`config.mk`:
```
export PLATFORM = sky130hd
export DESIGN_NAME = line_position_estimator_unit
export DESIGN_NICKNAME = d
export VERILOG_FILES = /design/src/lpe_pkg.sv /design/src/line_position_estimator_unit.sv /design/src/lpe_ctrl.sv /design/src/lpe_dp.sv
export SDC_FILE = /design/constraint.sdc
export NUM_CORES = 1
export LEC_CHECK = 0
export BUFFER_PORTS_ARGS = -buffer_cell sky130_fd_sc_hd__buf_2
export CAP_MARGIN = 15
export CORE_MARGIN = 10
export CORE_UTILIZATION = 58
export DETAILED_ROUTE_END_ITERATION = 16
export PLACE_DENSITY = 0.79
export SETUP_SLACK_MARGIN = 0.05
export SLEW_MARGIN = 20
export SYNTH_ARGS = -nofsm -noshare
export SYNTH_HDL_FRONTEND = slang
export SYNTH_HIERARCHICAL = 1
export SYNTH_SLANG_ARGS = --single-unit
```
`constraint.sdc`:
```
create_clock -name clk -period 8.7 [get_ports clk]
set_input_delay 1.74 -clock clk [delete_from_list [all_inputs] [get_ports clk]]
set_output_delay 1.74 -clock clk [all_outputs]
set_load 0.01 [all_outputs]
```
`src/lpe_pkg.sv`:
```
// shared constants, types and weight table for the line position estimator
package lpe_pkg;

    localparam int SENSORS      = 7;
    localparam int ADC_BITS_DEF = 10;
    localparam int IDX_W        = 3;
    localparam int SCALE_W      = 7;      // scaled value 0..100
    localparam int SCALE_FULL   = 100;
    localparam int POS_LIMIT    = 700;
    localparam int POS_W        = 11;
    localparam int WSUM_W       = 14;     // +/-6600
    localparam int TOTAL_W      = 10;     // 0..700
    localparam int PNUM_W       = 17;     // |wsum|*10 up to 66000
    localparam int PLIM_W       = 20;     // total*701
    localparam int QW           = 10;     // quotient bits of the shared divider
    localparam int CNT_W        = 4;
    localparam int SCALE_STEPS  = 7;
    localparam int POS_STEPS    = 10;
    localparam int OUT_TDATA_W  = 16;

    // op codes carried in the input tuser
    localparam logic OP_CALIBRATE = 1'b0;
    localparam logic OP_MEASURE   = 1'b1;

    typedef struct packed {
        logic calib;        // widen min/max from the incoming word
        logic load_meas;    // capture readings, clear sums
        logic acc_direct;   // add a scaled value that needs no division
        logic sc_start;     // load divider for the current sensor
        logic div_step;     // one restoring division step
        logic acc_quot;     // add the divider quotient as scaled value
        logic idx_inc;      // advance to next sensor
        logic pd_start;     // set up the position division or the direct result
        logic pd_finish;    // turn the quotient into the signed position
        logic out_write;    // move the result into the output register
    } lpe_cmd_t;

    typedef struct packed {
        logic sc_direct;
        logic idx_last;
        logic div_done;
        logic pd_direct;
        logic out_free;
    } lpe_sts_t;

    // centroid weights in tenths, left positive
    function automatic logic signed [SCALE_W-1:0] weight_of(input logic [IDX_W-1:0] idx);
        logic signed [SCALE_W-1:0] w;
        case (idx)
            3'd0:    w = 7'sd36;
            3'd1:    w = 7'sd20;
            3'd2:    w = 7'sd10;
            3'd3:    w = 7'sd0;
            3'd4:    w = -7'sd10;
            3'd5:    w = -7'sd20;
            3'd6:    w = -7'sd36;
            default: w = 7'sd0;
        endcase
        return w;
    endfunction

endpackage

```
`src/line_position_estimator_unit.sv`:
```
// top level of the line position estimator
//
//  channel   group                 tdata                         tuser
//  -------   -------------------   ---------------------------   ------------------
//  input     s_axis_t{valid,ready}  reading_0..reading_6, ADC_BITS   op (0 calibrate,
//                                   each, sensor 0 lowest            1 measure)
//  output    m_axis_t{valid,ready}  position, 11-bit signed        line_absent
//
//  a calibrate word is absorbed in the cycle it is accepted and gives no result;
//  the block is ready again on the next cycle
//  a measure word passes each sensor through setup, and through the divider and an
//  accumulate step when its scale needs a division, then sets up the position and
//  divides again only when the position needs it; the one-bit-a-cycle restoring
//  divider is shared by up to eight divisions (7 steps per sensor scale, 10 for the centroid)
//  the finished result waits in an output register, so the next word is taken
//  while it is still unread; a stalled output holds only the final hand-off
//  reset (rst_n, asynchronous, active low) sets every minimum to full scale,
//  every maximum and the last position to zero, and empties the output
module line_position_estimator_unit
    import lpe_pkg::*;
#(
    parameter int ADC_BITS = ADC_BITS_DEF
)
(
    input  logic clk,
    input  logic rst_n,
    input  logic s_axis_tvalid,
    output logic s_axis_tready,
    // reading_0 .. reading_6 from the lowest bit up, zero padded to bytes
    input  logic [((SENSORS*ADC_BITS+7)/8)*8-1:0] s_axis_tdata,
    // op
    input  logic s_axis_tuser,
    output logic m_axis_tvalid,
    input  logic m_axis_tready,
    // position in the low 11 bits, upper bits zero
    output logic [OUT_TDATA_W-1:0] m_axis_tdata,
    // line_absent
    output logic m_axis_tuser
);

    lpe_cmd_t                cmd;
    lpe_sts_t                sts;
    logic signed [POS_W-1:0] position;

    // state machine: accepts words and steps the datapath through the scale,
    // accumulate and centroid phases
    lpe_ctrl u_ctrl
    (
        .clk      (clk),
        .rst_n    (rst_n),
        .in_valid (s_axis_tvalid),
        .in_op    (s_axis_tuser),
        .in_ready (s_axis_tready),
        .sts      (sts),
        .cmd      (cmd)
    );

    // datapath: calibration registers, shared divider, sums, result register
    lpe_dp #(
        .ADC_BITS (ADC_BITS)
    ) u_dp
    (
        .clk         (clk),
        .rst_n       (rst_n),
        .readings    (s_axis_tdata[SENSORS*ADC_BITS-1:0]),
        .cmd         (cmd),
        .sts         (sts),
        .out_ready   (m_axis_tready),
        .out_valid   (m_axis_tvalid),
        .position    (position),
        .line_absent (m_axis_tuser)
    );

    assign m_axis_tdata = {{(OUT_TDATA_W-POS_W){1'b0}}, position};

endmodule

```
`src/lpe_ctrl.sv`:
```
// sequencing state machine for the line position estimator
module lpe_ctrl
    import lpe_pkg::*;
(
    input  logic     clk,
    input  logic     rst_n,
    input  logic     in_valid,
    input  logic     in_op,
    output logic     in_ready,
    input  lpe_sts_t sts,
    output lpe_cmd_t cmd
);

    localparam logic [2:0] ST_IDLE  = 3'd0;
    localparam logic [2:0] ST_SETUP = 3'd1;
    localparam logic [2:0] ST_SDIV  = 3'd2;
    localparam logic [2:0] ST_ACC   = 3'd3;
    localparam logic [2:0] ST_PSET  = 3'd4;
    localparam logic [2:0] ST_PDIV  = 3'd5;
    localparam logic [2:0] ST_PFIN  = 3'd6;
    localparam logic [2:0] ST_RES   = 3'd7;

    logic [2:0] state_reg;
    logic [2:0] state_next;
    logic       accept;

    assign in_ready = (state_reg == ST_IDLE);
    assign accept   = in_valid && in_ready;

    always_comb
    begin
        state_next = state_reg;
        cmd        = '0;
        case (state_reg)
            ST_IDLE:
            begin
                cmd.calib     = accept && (in_op == OP_CALIBRATE);
                cmd.load_meas = accept && (in_op == OP_MEASURE);
                if (accept && (in_op == OP_MEASURE))
                begin
                    state_next = ST_SETUP;
                end
            end
            ST_SETUP:
            begin
                if (sts.sc_direct)
                begin
                    cmd.acc_direct = 1'b1;
                    if (sts.idx_last)
                    begin
                        state_next = ST_PSET;
                    end
                    else
                    begin
                        cmd.idx_inc = 1'b1;
                    end
                end
                else
                begin
                    cmd.sc_start = 1'b1;
                    state_next   = ST_SDIV;
                end
            end
            ST_SDIV:
            begin
                cmd.div_step = 1'b1;
                if (sts.div_done)
                begin
                    state_next = ST_ACC;
                end
            end
            ST_ACC:
            begin
                cmd.acc_quot = 1'b1;
                if (sts.idx_last)
                begin
                    state_next = ST_PSET;
                end
                else
                begin
                    cmd.idx_inc = 1'b1;
                    state_next  = ST_SETUP;
                end
            end
            ST_PSET:
            begin
                cmd.pd_start = 1'b1;
                state_next   = sts.pd_direct ? ST_RES : ST_PDIV;
            end
            ST_PDIV:
            begin
                cmd.div_step = 1'b1;
                if (sts.div_done)
                begin
                    state_next = ST_PFIN;
                end
            end
            ST_PFIN:
            begin
                cmd.pd_finish = 1'b1;
                state_next    = ST_RES;
            end
            ST_RES:
            begin
                if (sts.out_free)
                begin
                    cmd.out_write = 1'b1;
                    state_next    = ST_IDLE;
                end
            end
            default:
            begin
                state_next = ST_IDLE;
            end
        endcase
    end

    always_ff @(posedge clk or negedge rst_n)
    begin
        if (!rst_n)
        begin
            state_reg <= ST_IDLE;
        end
        else
        begin
            state_reg <= state_next;
        end
    end

endmodule

```
`src/lpe_dp.sv`:
```
// calibration store, shared serial divider, sums and output register
module lpe_dp
    import lpe_pkg::*;
#(
    parameter int ADC_BITS = ADC_BITS_DEF
)
(
    input  logic                      clk,
    input  logic                      rst_n,
    input  logic [SENSORS*ADC_BITS-1:0] readings,
    input  lpe_cmd_t                  cmd,
    output lpe_sts_t                  sts,
    input  logic                      out_ready,
    output logic                      out_valid,
    output logic signed [POS_W-1:0]   position,
    output logic                      line_absent
);

    localparam int SNUM_W = ADC_BITS + SCALE_W;
    localparam int DW     = (SNUM_W > PLIM_W - 1) ? SNUM_W : PLIM_W - 1;

    logic [ADC_BITS-1:0]        min_reg [SENSORS];
    logic [ADC_BITS-1:0]        max_reg [SENSORS];
    logic [ADC_BITS-1:0]        raw_reg [SENSORS];
    logic [IDX_W-1:0]           idx_reg;
    logic signed [WSUM_W-1:0]   wsum_reg;
    logic [TOTAL_W-1:0]         total_reg;
    logic [DW-1:0]              rem_reg;
    logic [DW-1:0]              dsh_reg;
    logic [QW-1:0]              quot_reg;
    logic [CNT_W-1:0]           cnt_reg;
    logic                       neg_reg;
    logic signed [POS_W-1:0]    res_pos_reg;
    logic                       res_absent_reg;
    logic signed [POS_W-1:0]    last_pos_reg;
    logic                       out_valid_reg;
    logic signed [POS_W-1:0]    out_pos_reg;
    logic                       out_absent_reg;

    logic [ADC_BITS-1:0]        lo;
    logic [ADC_BITS-1:0]        hi;
    logic [ADC_BITS-1:0]        r;
    logic                       flat_or_low;
    logic [SCALE_W-1:0]         direct_val;
    logic [SNUM_W-1:0]          snum;
    logic [SCALE_W-1:0]         s_val;
    logic signed [WSUM_W-1:0]   s_ext;
    logic signed [WSUM_W-1:0]   w_ext;
    logic signed [WSUM_W-1:0]   wprod;
    logic [WSUM_W-1:0]          wmag;
    logic [PNUM_W-1:0]          pnum;
    logic [PLIM_W-1:0]          plim;
    logic                       clamp;
    logic                       rem_ge;
    logic [QW-1:0]              pmag;

    // current sensor operands
    assign lo = min_reg[idx_reg];
    assign hi = max_reg[idx_reg];
    assign r  = raw_reg[idx_reg];

    assign flat_or_low   = (hi <= lo) || (r <= lo);
    assign sts.sc_direct = flat_or_low || (r >= hi);
    assign direct_val    = flat_or_low ? '0 : SCALE_W'(SCALE_FULL);
    assign snum          = SNUM_W'(r - lo) * SNUM_W'(SCALE_FULL);
    assign sts.idx_last  = (idx_reg == IDX_W'(SENSORS - 1));

    // accumulate either the direct value or the quotient
    assign s_val = cmd.acc_direct ? direct_val : quot_reg[SCALE_W-1:0];
    assign s_ext = WSUM_W'(s_val);
    assign w_ext = WSUM_W'(weight_of(idx_reg));
    assign wprod = s_ext * w_ext;

    // position division operands
    assign wmag  = wsum_reg[WSUM_W-1] ? WSUM_W'(-wsum_reg) : WSUM_W'(wsum_reg);
    assign pnum  = PNUM_W'(wmag) * PNUM_W'(10);
    assign plim  = PLIM_W'(total_reg) * PLIM_W'(POS_LIMIT + 1);
    assign clamp = (PLIM_W'(pnum) >= plim);
    assign sts.pd_direct = (total_reg == '0) || clamp;

    // shared restoring divider, one quotient bit a cycle
    assign rem_ge       = (rem_reg >= dsh_reg);
    assign sts.div_done = (cnt_reg == CNT_W'(1));
    assign pmag         = quot_reg;

    assign sts.out_free = !out_valid_reg || out_ready;

    always_ff @(posedge clk or negedge rst_n)
    begin
        if (!rst_n)
        begin
            for (int i = 0; i < SENSORS; i++)
            begin
                min_reg[i] <= '1;
                max_reg[i] <= '0;
            end
            last_pos_reg  <= '0;
            out_valid_reg <= 1'b0;
        end
        else
        begin
            if (cmd.calib)
            begin
                for (int i = 0; i < SENSORS; i++)
                begin
                    if (readings[i*ADC_BITS +: ADC_BITS] > max_reg[i])
                    begin
                        max_reg[i] <= readings[i*ADC_BITS +: ADC_BITS];
                    end
                    if (readings[i*ADC_BITS +: ADC_BITS] < min_reg[i])
                    begin
                        min_reg[i] <= readings[i*ADC_BITS +: ADC_BITS];
                    end
                end
            end
            if (cmd.out_write)
            begin
                out_valid_reg <= 1'b1;
                last_pos_reg  <= res_pos_reg;
            end
            else if (out_ready)
            begin
                out_valid_reg <= 1'b0;
            end
        end
    end

    always_ff @(posedge clk)
    begin
        if (cmd.load_meas)
        begin
            for (int i = 0; i < SENSORS; i++)
            begin
                raw_reg[i] <= readings[i*ADC_BITS +: ADC_BITS];
            end
            idx_reg   <= '0;
            wsum_reg  <= '0;
            total_reg <= '0;
        end
        else
        begin
            if (cmd.idx_inc)
            begin
                idx_reg <= idx_reg + IDX_W'(1);
            end
            if (cmd.acc_direct || cmd.acc_quot)
            begin
                wsum_reg  <= wsum_reg + wprod;
                total_reg <= total_reg + TOTAL_W'(s_val);
            end
        end

        if (cmd.sc_start)
        begin
            rem_reg  <= DW'(snum);
            dsh_reg  <= DW'(hi - lo) << (SCALE_STEPS - 1);
            quot_reg <= '0;
            cnt_reg  <= CNT_W'(SCALE_STEPS);
        end
        else if (cmd.pd_start)
        begin
            rem_reg  <= DW'(pnum);
            dsh_reg  <= DW'(total_reg) << (POS_STEPS - 1);
            quot_reg <= '0;
            cnt_reg  <= CNT_W'(POS_STEPS);
        end
        else if (cmd.div_step)
        begin
            if (rem_ge)
            begin
                rem_reg <= rem_reg - dsh_reg;
            end
            dsh_reg  <= dsh_reg >> 1;
            quot_reg <= {quot_reg[QW-2:0], rem_ge};
            cnt_reg  <= cnt_reg - CNT_W'(1);
        end

        if (cmd.pd_start)
        begin
            neg_reg <= wsum_reg[WSUM_W-1];
            if (total_reg == '0)
            begin
                // line lost: repeat the previous position
                res_pos_reg    <= last_pos_reg;
                res_absent_reg <= 1'b1;
            end
            else
            begin
                res_pos_reg    <= wsum_reg[WSUM_W-1] ? -POS_W'(POS_LIMIT) : POS_W'(POS_LIMIT);
                res_absent_reg <= 1'b0;
            end
        end
        else if (cmd.pd_finish)
        begin
            res_pos_reg <= neg_reg ? -POS_W'(pmag) : POS_W'(pmag);
        end

        if (cmd.out_write)
        begin
            out_pos_reg    <= res_pos_reg;
            out_absent_reg <= res_absent_reg;
        end
    end

    assign out_valid   = out_valid_reg;
    assign position    = out_pos_reg;
    assign line_absent = out_absent_reg;

endmodule

```
==> flow_summary_export.csv <==
group,metric,value,unit
outcome,status,"finished, final reports clean",
sta,setup_viol_count_final,0,
placed_design,finalWeightedCongestion,0.995,
setup_path,worstPathArrival,8.65,ns
cells_and_area,layout.nets,3275,
clock_network,cts_root_buf,"clkbuf_16",
die,rows,77,
clock_network,cts_max_level,2,
setup_path,cp.buffers_inverters,7,
sta,slew_headroom,27.8,%
sta,fin_skew,0.0229,ns
yosys,synth.most_common_cell,"inv_1",
setup_path,crit_fanout,11,
yosys,synthCells,2662,
route,vias_per_cell,5.96,
route,dr_wl_met3,3580,um
yosys,yosysWarningCount,6,
clock_network,clock_latency,0.55,ns
setup_path,cp-end-kind,"register",
yosys,synthTopCellsByArea,"ha_1, edfxtp_1, dfrtp_1, dfstp_2, fa_1",
die,die_width,233,um
sta,fin_crit,8.17,ns
route,wl_met1,27400,um
route,highest_layer,"met5",
clock_network,postCtsHoldBufs,0,
cells_and_area,syn2layout_area_growth,9.40,%
sta,hold_ws,0.423,ns
cells_and_area,nFillCells,3533,
sta,tns,0,ns
die,dieArea,54100,sq um
yosys,synth_top_flop_cell,"edfxtp_1",
yosys,synth-async-reset-ratio,46.8,%
yosys,synth_edf_count,123,
setup_path,cp-start-kind,"register",
grt,grt_util_all_layers,24.6,%
grt,grt_pass1_vias,20300,
cells_and_area,antenna_cells,0,
clock_network,clock_path_buffers,3,
route,drtIter0Drc,1531,
clock_network,numCtsBuffers,36,
cells_and_area,drive_gt1_share,15.1,%
cells_and_area,final-seq-area,8730,sq um
sta,finalCritPeriodShare,93.9,%
sta,slew_viol_final,0,
setup_path,max_stage_delay,0.57,ns
yosys,synth_area,26200,sq um
placed_design,dp_hpwl,52400,um
die,core-area,44500,sq um
grt,grt_max_degree,104,
route,routed_wl,67500,um
route,remaining_drc_errors,0,
die,io_pins,96,
flow_run,drv_cap,0,
clock_network,cts_sinks,331,
yosys,ys_ff_latch,331,
clock_network,clk_pin_slew,0.06,ns
sta,hold_viol,0,
cells_and_area,multi_input_area,15800,sq um
yosys,seq_area_frac_synth,33.2,%
sta,rsz0062_at_grt,"false",
sta,clock.fmax,122,MHz
die,die_y,233,um
route,final_antenna_net_count,0,
yosys,synth.avg_cell_area,9.86,sq um
die,start_util,58.9,%
yosys,yosys.cell_types.count,87,
setup_path,slowest_stage,"mux4_2",
grt,grt_overflow_total,0,
grt,grt_pass1_wl,107000,um
grt,grt_antenna_before_repair,1,
route,met2WireLength,33300,um
clock_network,cts_tree,"built",
worst_hold_path,hold_class,"register to register",
yosys,synth_top_cell_area_share,17.5,%
route,drtPass1Iterations,7,
setup_path,rrSetupSlack,0.53,ns
route,wl_per_cell,20.0,um
placed_design,portBuffers,88,
sta,max_slew.worst_pin.slew,1.07,ns
setup_path,crit_family,"adder cells",
setup_path,path_class,"register to register",
yosys,synth_area_leader_cell,"ha_1",
setup_path,crit_required,9.18,ns
route,vias,20100,
yosys,ys_top_cells_by_count,"inv_1, ha_1, nand2_1",
per-layer routing:
metal / vias to the layer above / global-route usage [%]
met2: 625 / 42.6
met5: - / 0
li1: 9440 / -
met1: 9846 / 30.0
met3: 169 / 3.22
met4: 2 / 11.5
kinds of logic (layout without fill, tap and decap cells):
kind of cell               Yosys count  count (layout)  synth area share, %
xor gates and xnor gates           100             100                 3.34
and+or+nand+nor                    564             564                 9.98
other                                2               6               0.0286
buffers and inverters              471             583                 6.88
DFF                                331             331                 33.2
AOI/OAI and AO/OA                  561             561                 13.9
adders and majority gates          449             449                 23.7
muxes                              184             184                 8.97
area by class of cell:
| class | instances | area share, % |
|---|---|---|
| Clock buffer | 48 | 3.58 |
| Clock inverter | 18 | 0.571 |
| Inverter | 395 | 5.17 |
| Multi-Input combinational cell | 1864 | 55.0 |
| Sequential cell | 331 | 30.4 |
| Tap cell | 592 | 2.58 |
| Timing Repair Buffer | 122 | 2.71 |
metrics by stage:
stage / cell area, sq um / util [%] / cells / setup WS (ns)
floorplan: 26300 / - / 2666 / 0.213
global placement: 27400 / 61.5 / 3293 / 0.351
detailed placement: 27400 / 61.5 / 3293 / 0.120
CTS: 28600 / 64.2 / 3359 / 0.0757
global route: 28700 / 64.5 / 3370 / 0.0529
finish: 28700 / 64.5 / 3370 / 0.532
cell usage in the layout (no fill, tap or decap), types with 7 or more instances in the layout:
cell       instances
inv_1            394
ha_1             368
nand2_1          203
nor2_1           158
a21oi_1          152
o21ai_0          134
edfxtp_1         123
mux2_2            99
a21o_1            88
buf_2             87
dfrtp_1           85
fa_1              80
dfstp_2           70
xnor2_1           68
mux2i_1           52
dfxtp_1           51
clkbuf_16         39
xor2_1            32
mux4_2            30
nand2b_1          29
buf_4             27
nand3_1           27
nor2b_1           26
o21a_1            22
o211ai_1          22
or3_1             22
nor3_1            21
nand4_1           18
a221oi_1          16
o21ai_1           13
o31ai_1           13
and3_1            10
clkinv_1           9
a211oi_1           9
o21bai_1           9
a31oi_1            8
nor4_1             7
or2_2              7
a31oi_2            7
worst paths after layout:
kind / from / end / cells after the start
hold / removal: u_dp/res_absent_reg / u_dp/line_absent / 0
setup reg to reg: u_dp/idx_reg[0] / u_dp/wsum_reg[13] / 31
setup / recovery: u_dp/idx_reg[0] / u_dp/wsum_reg[13] / 31
min in group asynchronous: rst_n / u_dp/max_reg[8] / 1
hold reg to reg: u_dp/res_absent_reg / u_dp/line_absent / 0
max in group asynchronous: rst_n / u_dp/max_reg[63] / 2
repair_timing:
action	4_1_cts	5_1_grt
setup buffers	0	10
gates resized for setup	0	16
endpoints found under the setup margin	0	3
Power is not shown: default switching activity piles up to over one toggle a cycle in this logic, so the estimate is an artifact.
